## src/rtl/core/utf8vd_pkg.sv

```systemverilog
package utf8vd_pkg;

    localparam int BYTE_W            = 8;
    localparam int CP_W              = 31;
    localparam int PEND_W            = 3;
    localparam int ONES_W            = 4;
    localparam int CONT_BITS         = 6;
    localparam int MAX_SEQ_BYTES_DEF = 6;

    // Leading-one classes of a byte
    localparam logic [ONES_W-1:0] CLASS_SINGLE = 4'd0;
    localparam logic [ONES_W-1:0] CLASS_CONT   = 4'd1;

    // Payload mask of a lead byte, shifted right by its leading-one count
    localparam logic [BYTE_W-1:0] LEAD_MASK = 8'h7F;

    typedef struct packed {
        logic            valid;
        logic [CP_W-1:0] code_point;
        logic            is_error;
        logic            text_end;
    } dec_result_t;

    typedef struct packed {
        logic head_valid;
        logic skid_valid;
    } buf_status_t;

    // Count leading one bits, MSB first
    function automatic logic [ONES_W-1:0] leading_ones(input logic [BYTE_W-1:0] b);
        logic [ONES_W-1:0] n;
        logic              run;
        n   = '0;
        run = 1'b1;
        for (int i = BYTE_W - 1; i >= 0; i--)
        begin
            if (run && b[i])
                n = n + 4'd1;
            else
                run = 1'b0;
        end
        return n;
    endfunction

endpackage

```

## src/rtl/core/utf8vd_decode.sv

```systemverilog
module utf8vd_decode #(
    parameter int MAX_SEQUENCE_BYTES = utf8vd_pkg::MAX_SEQ_BYTES_DEF
) (
    input  logic                                 clk,
    input  logic                                 rst_n,
    input  logic                                 go,
    input  logic [utf8vd_pkg::BYTE_W-1:0]        text_byte,
    input  logic                                 final_byte,
    output utf8vd_pkg::dec_result_t              result
);
    import utf8vd_pkg::*;

    logic [PEND_W-1:0] bytes_pending_reg, bytes_pending_next;
    logic [CP_W-1:0]   partial_value_reg, partial_value_next;
    logic              discarding_reg,    discarding_next;

    logic [ONES_W-1:0] ones;
    logic [CP_W-1:0]   shifted_value;
    logic [PEND_W-1:0] pending_less;
    logic [BYTE_W-1:0] lead_bits;
    logic              raise_err;

    assign ones          = leading_ones(text_byte);
    assign shifted_value = {partial_value_reg[CP_W-CONT_BITS-1:0], text_byte[CONT_BITS-1:0]};
    assign pending_less  = bytes_pending_reg - 3'd1;
    assign lead_bits     = text_byte & (LEAD_MASK >> ones);

    always_comb
    begin
        bytes_pending_next = bytes_pending_reg;
        partial_value_next = partial_value_reg;
        discarding_next    = discarding_reg;
        raise_err          = 1'b0;
        result.valid       = 1'b0;
        result.code_point  = '0;
        result.is_error    = 1'b0;
        result.text_end    = final_byte;

        if (discarding_reg)
        begin
            if (final_byte)
                discarding_next = 1'b0;
        end
        else if (bytes_pending_reg != '0)
        begin
            if (ones != CLASS_CONT)
                raise_err = 1'b1;
            else if (pending_less == '0)
            begin
                result.valid       = 1'b1;
                result.code_point  = shifted_value;
                bytes_pending_next = '0;
                partial_value_next = '0;
            end
            else if (final_byte)
                raise_err = 1'b1;
            else
            begin
                bytes_pending_next = pending_less;
                partial_value_next = shifted_value;
            end
        end
        else if (ones == CLASS_SINGLE)
        begin
            result.valid      = 1'b1;
            result.code_point = {{(CP_W-BYTE_W){1'b0}}, text_byte};
        end
        else if (ones == CLASS_CONT || ones > ONES_W'(MAX_SEQUENCE_BYTES) || final_byte)
            raise_err = 1'b1;
        else
        begin
            partial_value_next = {{(CP_W-BYTE_W){1'b0}}, lead_bits};
            bytes_pending_next = PEND_W'(ones - 4'd1);
        end

        // Drop the open sequence; skip to the end of the text unless this is it
        if (raise_err)
        begin
            bytes_pending_next = '0;
            partial_value_next = '0;
            discarding_next    = !final_byte;
            result.valid       = 1'b1;
            result.is_error    = 1'b1;
            result.code_point  = '0;
        end
    end

    always_ff @(posedge clk or negedge rst_n)
    begin
        if (!rst_n)
        begin
            bytes_pending_reg <= '0;
            partial_value_reg <= '0;
            discarding_reg    <= 1'b0;
        end
        else if (go)
        begin
            bytes_pending_reg <= bytes_pending_next;
            partial_value_reg <= partial_value_next;
            discarding_reg    <= discarding_next;
        end
    end

endmodule

```

## src/rtl/core/utf8vd_out_buf.sv

```systemverilog
module utf8vd_out_buf (
    input  logic                          clk,
    input  logic                          rst_n,
    input  logic                          push,
    input  utf8vd_pkg::dec_result_t       push_data,
    input  logic                          out_stall,
    output logic                          out_valid,
    output logic [utf8vd_pkg::CP_W-1:0]   code_point,
    output logic                          is_error,
    output logic                          text_end,
    output utf8vd_pkg::buf_status_t       status
);
    import utf8vd_pkg::*;

    logic            head_valid_reg;
    logic            skid_valid_reg;
    logic [CP_W-1:0] head_cp_reg,  skid_cp_reg;
    logic            head_err_reg, skid_err_reg;
    logic            head_end_reg, skid_end_reg;
    logic            pop;

    assign pop = head_valid_reg && !out_stall;

    always_ff @(posedge clk or negedge rst_n)
    begin
        if (!rst_n)
        begin
            head_valid_reg <= 1'b0;
            skid_valid_reg <= 1'b0;
        end
        else if (!head_valid_reg || pop)
        begin
            if (skid_valid_reg)
            begin
                head_valid_reg <= 1'b1;
                skid_valid_reg <= push;
            end
            else
                head_valid_reg <= push;
        end
        else if (push)
            skid_valid_reg <= 1'b1;
    end

    always_ff @(posedge clk)
    begin
        if (!head_valid_reg || pop)
        begin
            if (skid_valid_reg)
            begin
                head_cp_reg  <= skid_cp_reg;
                head_err_reg <= skid_err_reg;
                head_end_reg <= skid_end_reg;
                skid_cp_reg  <= push_data.code_point;
                skid_err_reg <= push_data.is_error;
                skid_end_reg <= push_data.text_end;
            end
            else
            begin
                head_cp_reg  <= push_data.code_point;
                head_err_reg <= push_data.is_error;
                head_end_reg <= push_data.text_end;
            end
        end
        else if (push)
        begin
            skid_cp_reg  <= push_data.code_point;
            skid_err_reg <= push_data.is_error;
            skid_end_reg <= push_data.text_end;
        end
    end

    assign out_valid         = head_valid_reg;
    assign code_point        = head_cp_reg;
    assign is_error          = head_err_reg;
    assign text_end          = head_end_reg;
    assign status.head_valid = head_valid_reg;
    assign status.skid_valid = skid_valid_reg;

endmodule

```

## src/rtl/core/utf8_validating_decoder_core.sv

```systemverilog
// Byte-serial UTF-8 decoder in the original (up to six byte) form. Feed one
// byte per beat on the input channel with final_byte set on the last byte of
// each text; a result beat carries a 31-bit code point, or is_error with a
// zero code point, and text_end copies final_byte of the byte that caused it.
// Lead bytes with more leading ones than MAX_SEQUENCE_BYTES, 0xFE, 0xFF, stray
// continuation bytes, a non-continuation inside a sequence, and a text that
// ends mid-sequence each give one error beat; after an error that is not on
// a final byte, the rest of the text through its final byte is dropped with
// no results. Overlong and surrogate values are passed through unchecked and
// byte 0x00 decodes as U+0000. One byte is taken every clock cycle while
// in_stall is low: the byte lands in an input register, is decoded against
// the sequence state in one short combinational step, and its result (if
// any) is registered into a two-entry output queue whose head drives the
// result beat. in_stall rises only when the output queue is full and a byte
// waits in the input register, i.e. after the consumer has held out_stall
// for two results.
module utf8_validating_decoder_core #(
    parameter int MAX_SEQUENCE_BYTES = utf8vd_pkg::MAX_SEQ_BYTES_DEF
) (
    input  logic                            clk,
    input  logic                            rst_n,
    input  logic                            in_valid,
    output logic                            in_stall,
    input  logic [utf8vd_pkg::BYTE_W-1:0]   text_byte,
    input  logic                            final_byte,
    output logic                            out_valid,
    input  logic                            out_stall,
    output logic [utf8vd_pkg::CP_W-1:0]     code_point,
    output logic                            is_error,
    output logic                            text_end
);
    import utf8vd_pkg::*;

    logic              s1_valid_reg;
    logic [BYTE_W-1:0] s1_byte_reg;
    logic              s1_final_reg;
    logic              in_accept;
    logic              s1_go;
    dec_result_t       dec_res;
    buf_status_t       buf_status;

    // Advance the held byte whenever the result queue has a free entry
    assign s1_go     = s1_valid_reg && !buf_status.skid_valid;
    assign in_stall  = s1_valid_reg && buf_status.skid_valid;
    assign in_accept = in_valid && !in_stall;

    always_ff @(posedge clk or negedge rst_n)
    begin
        if (!rst_n)
            s1_valid_reg <= 1'b0;
        else if (in_accept)
            s1_valid_reg <= 1'b1;
        else if (s1_go)
            s1_valid_reg <= 1'b0;
    end

    always_ff @(posedge clk)
    begin
        if (in_accept)
        begin
            s1_byte_reg  <= text_byte;
            s1_final_reg <= final_byte;
        end
    end

    utf8vd_decode #(
        .MAX_SEQUENCE_BYTES(MAX_SEQUENCE_BYTES)
    ) u_decode (
        .clk       (clk),
        .rst_n     (rst_n),
        .go        (s1_go),
        .text_byte (s1_byte_reg),
        .final_byte(s1_final_reg),
        .result    (dec_res)
    );

    // Only bytes that complete a character or hit an error push a result
    utf8vd_out_buf u_out_buf (
        .clk       (clk),
        .rst_n     (rst_n),
        .push      (s1_go && dec_res.valid),
        .push_data (dec_res),
        .out_stall (out_stall),
        .out_valid (out_valid),
        .code_point(code_point),
        .is_error  (is_error),
        .text_end  (text_end),
        .status    (buf_status)
    );

`ifndef SYNTHESIS
    a_skid_needs_head: assert property (@(posedge clk) disable iff (!rst_n)
        buf_status.skid_valid |-> buf_status.head_valid)
        else $error("result queue skid entry held with empty head");

    a_error_zero_cp: assert property (@(posedge clk) disable iff (!rst_n)
        (dec_res.valid && dec_res.is_error) |-> (dec_res.code_point == '0))
        else $error("error result carries a nonzero code point");

    a_accept_loads: assert property (@(posedge clk) disable iff (!rst_n)
        in_accept |=> s1_valid_reg)
        else $error("accepted byte lost from input register");
`endif

endmodule

```

## config.mk

```make
export PLATFORM = sky130hd
export DESIGN_NAME = utf8_validating_decoder_core
export DESIGN_NICKNAME = d
export VERILOG_FILES = /design/src/rtl/core/utf8vd_pkg.sv /design/src/rtl/core/utf8vd_decode.sv /design/src/rtl/core/utf8vd_out_buf.sv /design/src/rtl/core/utf8_validating_decoder_core.sv
export SDC_FILE = /design/constraint.sdc
export NUM_CORES = 1
export LEC_CHECK = 0
export BUFFER_PORTS_ARGS = -buffer_cell sky130_fd_sc_hd__buf_2
export CAP_MARGIN = 20
export CORE_MARGIN = 5
export CORE_UTILIZATION = 59
export CTS_CLUSTER_DIAMETER = 100
export CTS_CLUSTER_SIZE = 24
export DETAILED_ROUTE_END_ITERATION = 10
export PLACE_DENSITY = 0.87
export SLEW_MARGIN = 5
export SYNTH_ARGS = -nofsm -noshare
export SYNTH_HDL_FRONTEND = slang
export SYNTH_SLANG_ARGS = --single-unit
```

## constraint.sdc

```tcl
create_clock -name clk -period 9.52 [get_ports clk]
set_input_delay 1.904 -clock clk [delete_from_list [all_inputs] [get_ports clk]]
set_output_delay 1.904 -clock clk [all_outputs]
set_load 0.02 [all_outputs]
```

### Word-level counts from Yosys, hierarchy flattened

Cells that the tools add are included.

| storage, ports and cells | value |
|---|---|
| register bits | 107 |
| bits in latches | 0 |
| memory bits (writable) | 0 |
| bits in read-only memories | 0 |
| input port bits | 13 |
| output and inout bits | 35 |
| word-level logic and storage cells | 126 |
| memories kept | 0 |

| operators by class | value |
|---|---|
| $add $sub $neg | 9 |
| multiply operators | 0 |
| div/mod/pow operators | 0 |
| magnitude comparators | 1 |
| equality and inequality tests | 8 |
| shift-type cells | 1 |
| mux-type cells | 65 |
| bitwise logic cells | 1 |
| reductions and logical operators | 27 |

Operator list:

| kind | number |
|---|---|
| $mux 25 | 8 |
| $mux 32 | 5 |
| $mux 31 | 4 |
| $mux 33 | 1 |
| $mux 1 | 32 |
| $add 4x1->4 const B | 7 |
| $mux 4 | 7 |
| $mux 3 | 8 |
| $logic_and 1x1->1 | 12 |
| $and 8x8->8 | 1 |
| $shr 7x4->8 const A | 1 |
| $ne 3x1->1 const B | 2 |
| $reduce_and 6->1 | 1 |
| $sub 3x1->3 const B | 2 |
| $logic_not 1->1 | 5 |
| $eq 4x1->1 const B | 1 |
| $gt 4x3->1 const B | 1 |
| $logic_not 4->1 | 1 |
| $ne 4x1->1 const B | 1 |
| $ne 4x3->1 const B | 1 |
| $reduce_bool 2->1 | 2 |
| $logic_not 3->1 | 1 |
| $logic_or 1x1->1 | 3 |
| $ne 3x2->1 const B | 1 |
| 4 further kinds | 4 |

### Logic depth before layout (Yosys ltp)

| logic depth | value |
|---|---|
| depth in word-level cells | 26 |
| depth in mapped cells | 25 |
| depth with buffers taken out | 24 |

### Cells and area by module

A second synthesis with hierarchy kept.

| unflattened totals | value |
|---|---|
| cell total of the unflattened synthesis | 383 |
| area, all modules | 5301.3 µm² |

By module, submodules not included:

| module | instances | cells an instance | area an instance (µm²) | sequential area each (µm²) |
|---|---|---|---|---|
| utf8vd_out_buf | 1 | 113 | 2618.8 | 2031.9 |
| utf8vd_decode | 1 | 255 | 2348.5 | 725.7 |
| utf8_validating_decoder_core | 1 | 15 | 334.1 | 295.3 |

### Least setup slack after synthesis

No wires, ideal clock.

| path | value |
|---|---|
| path kind | reg2reg |
| from | reg s1_byte_reg[7] |
| to | reg u_out_buf.skid_cp_reg[0], enable pin |
| library setup time | 0.393 ns |
| arrival time | 5.254 ns |
| required time | 9.127 ns |
| path slack | 3.874 ns |
| stages on the path, launching flop included | 24 |
| path buffers | 0 |
| clock period less this slack | 5.646 ns |
| cell sequence | edfxtp_1 and2_1 ha_1 o21a_1 ha_1 nand3_1 nand2_1 ha_1 mux2i_1 o21ai_0 ha_1 mux2_2 ha_1 mux2i_1 mux2_2 o21ai_1 inv_1 ha_1 inv_1 nor3_1 a211oi_1 o41ai_2 o211ai_1 a22o_1 |

| between the ends | value |
|---|---|
| cells in the longest elaborated chain, start to end | 26 |
| elaborated cells between the ends (all ways) | 48 |
| classes of those cells | 7 x add/sub; 1 x order compare; 2 x eq/ne; 25 x mux; 13 x reduce/logical |

Ends and longest elaborated chain:

| item | RTL line | RTL |
|---|---|---|
| from (decl) | utf8_validating_decoder_core.sv:35 | `logic [BYTE_W-1:0] s1_byte_reg;` |
| from (signal assigned) | utf8_validating_decoder_core.sv:61 | `s1_byte_reg <= text_byte;` |
| $mux 1 | utf8vd_pkg.sv:37 | `if (run && b[i])` |
| $add 4x1->4 or $logic_and 1x1->1 (tied branches) | utf8vd_pkg.sv:38, utf8vd_pkg.sv:37 |  |
| $mux 4 or $mux 1 (tied branches) | utf8vd_pkg.sv:37 |  |
| $add 4x1->4 or $logic_and 1x1->1 (tied branches) | utf8vd_pkg.sv:38, utf8vd_pkg.sv:37 |  |
| $mux 4 or $mux 1 (tied branches) | utf8vd_pkg.sv:37 |  |
| $add 4x1->4 or $logic_and 1x1->1 (tied branches) | utf8vd_pkg.sv:38, utf8vd_pkg.sv:37 |  |
| $mux 4 or $mux 1 (tied branches) | utf8vd_pkg.sv:37 |  |
| $add 4x1->4 or $logic_and 1x1->1 (tied branches) | utf8vd_pkg.sv:38, utf8vd_pkg.sv:37 |  |
| [... 10 more ...] | - |  |
| $mux 1 | utf8vd_decode.sv:68 | `else if (ones == CLASS_CONT \|\| ones > ONES_W'(MAX_SEQUENCE_BYTES) \|\| final_byte)` |
| $mux 1 | utf8vd_decode.sv:63 | `else if (ones == CLASS_SINGLE)` |
| $mux 1 | utf8vd_decode.sv:44 | `else if (bytes_pending_reg != '0)` |
| $mux 1 | utf8vd_decode.sv:39 | `if (discarding_reg)` |
| $mux 33 * | utf8vd_decode.sv:77 | `if (raise_err)` |
| $logic_and 1x1->1 * | utf8_validating_decoder_core.sv:81 | `.push (s1_go && dec_res.valid),` |
| $reduce_bool 2->1 (no source line) * | - |  |
| $reduce_and 2->1 (no source line) * | - |  |
| to (signal assigned) | utf8vd_out_buf.sv:54 | `skid_cp_reg <= push_data.code_point;` |
| to (signal assigned) | utf8vd_out_buf.sv:67 | `skid_cp_reg <= push_data.code_point;` |
| to (decl) | utf8vd_out_buf.sv:17 | `logic [CP_W-1:0] head_cp_reg, skid_cp_reg;` |

Mark *: on every way between the ends. The rest lies on a longest branch, timed or not.
A chain may end at the register's enable or synchronous reset.

### Final worst setup path

| path | value |
|---|---|
| from | reg s1_byte_reg[5] |
| to | reg u_out_buf.skid_cp_reg[27], enable pin |

| between the ends | value |
|---|---|
| cells in the longest elaborated chain, start to end | 23 |
| elaborated cells between the ends (all ways) | 41 |
| classes of those cells | 5 x add/sub; 1 x order compare; 2 x eq/ne; 21 x mux; 12 x reduce/logical |

Ends and longest elaborated chain:

| item | RTL line |
|---|---|
| $logic_and 1x1->1 * | utf8vd_pkg.sv:37 |
| $mux 4 or $mux 1 (tied branches) | utf8vd_pkg.sv:37 |
| $add 4x1->4 or $logic_and 1x1->1 (tied branches) | utf8vd_pkg.sv:38, utf8vd_pkg.sv:37 |
| $mux 4 or $mux 1 (tied branches) | utf8vd_pkg.sv:37 |
| $add 4x1->4 or $logic_and 1x1->1 (tied branches) | utf8vd_pkg.sv:38, utf8vd_pkg.sv:37 |
| $mux 4 or $mux 1 (tied branches) | utf8vd_pkg.sv:37 |
| $add 4x1->4 or $logic_and 1x1->1 (tied branches) | utf8vd_pkg.sv:38, utf8vd_pkg.sv:37 |
| $mux 4 or $mux 1 (tied branches) | utf8vd_pkg.sv:37 |
| [... 7 more ...] | - |
| $mux 1 | utf8vd_decode.sv:68 |
| $mux 1 | utf8vd_decode.sv:63 |
| $mux 1 | utf8vd_decode.sv:44 |
| $mux 1 | utf8vd_decode.sv:39 |
| $mux 33 * | utf8vd_decode.sv:77 |
| $logic_and 1x1->1 * | utf8_validating_decoder_core.sv:81 |
| $reduce_bool 2->1 (no source line) * | - |
| $reduce_and 2->1 (no source line) * | - |

Marks and branches as above.

==> run summary <==
final number of setup-violating endpoints: 0
P&R area growth vs syn: 11.05%
Post-route DRC: 0
WP data required: 9.59 ns
Final nets: 457
clock share of power: 20.9%
initial antenna violation count: 0
Initial DRT Pass Iterations: 6
Clock Skews: 0.02177 ns
Post-Synth Adder-Cell Area: 3.185%
post_cts resized: 0
layout cells sized above 1: 25.92%
CTS clk-pin slew, worst paths: 0.12 ns
uppermost layer routed: met4
Vias: 3313
Comb power frac: 30.8%
clock latency on the worst-skew pair: 0.38 ns
Root Driver: clkbuf_8
# clock sinks: 107
status: complete, no violations
mapped cell area: 0.005106 sq mm
Post-synth ARST share: 29.91%
Max IR drop VDD: 0.0001784 V
crit path time final: 6.229 ns
WL final: 10.36 mm
post-synthesis cell type count: 59
WL met3: 544 um
RSZ-0062 raised after global routing: no
sw power: 0.5235 mW
vias in the first global route: 3190
Max-Cap Viols: 0
Worst Path Class, Setup: flop to flop
H-tree depth: 3
fin crit share: 65.43%
Final Max Slew Viols: 0
total power: 1.450 mW
Synth Flop Type: edfxtp_1
CTS tree: yes
CTS Buf Count: 9
Critical Path AT: 6.30 ns
placed wire-length estimate: 7.374 mm
input/output buffers: 47
largest net degree at the start of global routing: 38
Hold WS: 0.4971 ns
main combinational cell family by area after synthesis: compound AO/OA/AOI/OAI gates
layout filler cell count: 640
met2 WL post-DR: 4.951 mm
first-pass GRT wire length: 16.91 mm
Initial DRC Count: 299
leading cell types in the layout, fill and taps excluded: edfxtp_1 (75), buf_2 (47), and2_1 (32), dfrtp_1 (32), mux2_2 (31)
Max-slew headroom: 48.86%
Mapped Cells: 386
wl on met1: 4.710 mm
GP Congestion: 1.004
setup TNS after final layout: 0 ns
#FFs+latches synth: 107
design internal power: 0.9269 mW
post-synthesis mux area share: 7.425%
Synth Area in Compound Gates: 13.18%
Via density: 6.090
fmax: 160.6 MHz
Avg Synthesized Cell Area: 13.23 sq um
synth warn: 0
Die Wd: 103.0 um
P per Cell Area: 255.8 mW/mm^2
Lkg Pwr: 2.428 nW
CTS Buffer Depth: 2
Rows: 34
Initial Util: 59.42%
Mapped Nets: 412
Total GRT Usage: 20.99%
ANT nets after route: 0
Sequential Power Share: 48.4%
Hold Crit Class: flop to flop
total global routing overflow: 0
DIE HEIGHT: 103.0 um
postcts setup bufs: 0
# diodes: 0
Crit. End Element: flop
core box area: 0.008593 sq mm
Fin. Hold Viols: 0
element type at the critical path start: flop
commonest non-fill, non-tap cell in the layout: edfxtp_1
CTS hold repair buffers: 0
Sw Ratio: 36.10%
peak fanout along the critical path: 19
I/O pins: 48
Seq/Total Area, Yosys: 59.79%
Worst Tran Pin Value: 0.7663 ns
Synth Area in XOR/XNOR: 0.7841%
Post-synth EDFFs: 75
simple-gate area share of the yosys netlist: 12.96%
die footprint: 0.01062 sq mm
Routed wire per std cell: 19.03 um
[power groups by stage]
stage	sequential (mW)	combinational, mW	clock, mW
6_report	0.701	0.446	0.303
5_1_grt	0.714	0.486	0.327
4_1_cts	0.702	0.445	0.306
3_3_place_gp	0.704	0.431	0
2_1_floorplan	0.758	0.265	0
3_5_place_dp	0.711	0.444	0
[per-layer routing]
metal / GRT usage (%) / vias to the layer above
li1: - / 1546
met1: 29.72 / 1655
met2: 33.74 / 96
met3: 4.601 / 16
met4: 4.382 / 0
met5: 0 / -
[logic make-up (layout without fill, tap and decap cells)]
kind of cell / after synthesis / count (layout)
AND/OR/NAND/NOR: 119 / 119
flip-flops: 107 / 107
AO/OA/AOI/OAI: 81 / 81
multiplexers: 34 / 34
buffers and inverters: 29 / 79
adder cells (fa/ha/maj): 13 / 13
XOR/XNOR: 3 / 3
[critical path, stage by stage, from the launching register on]
cell	delay, ns
edfxtp_1	0.43
inv_1	0.16
a21boi_0	0.11
ha_1	0.29
o21a_1	0.19
ha_1	0.30
nand3_1	0.08
nand2_1	0.06
ha_1	0.28
mux2i_1	0.17
o21ai_0	0.13
ha_1	0.34
mux2_2	0.28
ha_1	0.27
mux2i_1	0.06
mux2_2	0.27
o21ai_1	0.39
inv_1	0.16
ha_1	0.23
inv_1	0.10
nor3_1	0.06
a211oi_1	0.32
o41ai_2	0.17
o211ai_1	0.11
a22o_1	0.58
buf_4	0.39
[cell type report]
| class | count | area [sq um] | share of cell area, % |
|---|---|---|---|
| sequential | 107 | 3053 | 53.84 |
| clock inverter | 7 | 107.6 | 1.898 |
| inverter | 11 | 41.29 | 0.7282 |
| clock buffer | 9 | 123.9 | 2.184 |
| multi-input combinational | 250 | 1917 | 33.80 |
| tap | 108 | 135.1 | 2.383 |
| timing repair buffer | 52 | 292.8 | 5.163 |
[cells in the mapped netlist, types with 3 or more instances]
library cell | n | area (sq um)
o211ai_1 | 4 | 30.03
nand4_1 | 3 | 18.77
nor2b_1 | 4 | 25.02
and2_1 | 32 | 200.2
o21a_1 | 4 | 30.03
nand3_1 | 7 | 35.03
o21ai_1 | 3 | 15.01
clkbuf_1 | 11 | 41.29
a22o_1 | 20 | 175.2
buf_6 | 3 | 33.78
nor3_1 | 3 | 15.01
mux2_2 | 31 | 349.1
dfrtp_1 | 32 | 800.8
nor2_1 | 19 | 71.32
buf_2 | 4 | 20.02
edfxtp_1 | 75 | 2252
inv_1 | 11 | 41.29
o31ai_1 | 10 | 75.07
a21oi_1 | 5 | 25.02
or3_1 | 3 | 18.77
mux2i_1 | 3 | 30.03
ha_1 | 13 | 162.7
nand2_1 | 29 | 108.9
o21ai_0 | 7 | 35.03
a211oi_1 | 3 | 22.52
a32o_1 | 5 | 50.05
[path summary, 6_finish.rpt]
| check | end | cells after the start | slack, ns | start |
|---|---|---|---|---|
| max | u_out_buf.skid_cp_reg[27] | 25 | 3.29 | s1_byte_reg[5] |
| min | u_decode.bytes_pending_reg[1] | 2 | 0.50 | u_decode.bytes_pending_reg[1] |
| max reg2reg | u_out_buf.skid_cp_reg[27] | 25 | 3.29 | s1_byte_reg[5] |
| min reg2reg | u_decode.bytes_pending_reg[1] | 2 | 0.50 | u_decode.bytes_pending_reg[1] |
| max in group asynchronous | u_out_buf.skid_valid_reg | 1 | 7.50 | rst_n |
| min in group asynchronous | u_decode.bytes_pending_reg[0] | 1 | 1.55 | rst_n |
[per-stage QoR]
| step | std cells | util (%) | area (sq um) | setup WS (ns) |
|---|---|---|---|---|
| after floorplan | 386 | - | 5106 | 3.874 |
| after global placement | 527 | 62.97 | 5411 | 3.513 |
| after detailed placement | 527 | 62.97 | 5411 | 3.323 |
| after CTS | 543 | 65.67 | 5643 | 3.268 |
| after global routing | 544 | 65.99 | 5670 | 2.799 |
| final | 544 | 65.99 | 5670 | 3.291 |
No activity file was read; power rests on OpenSTA's default activity.
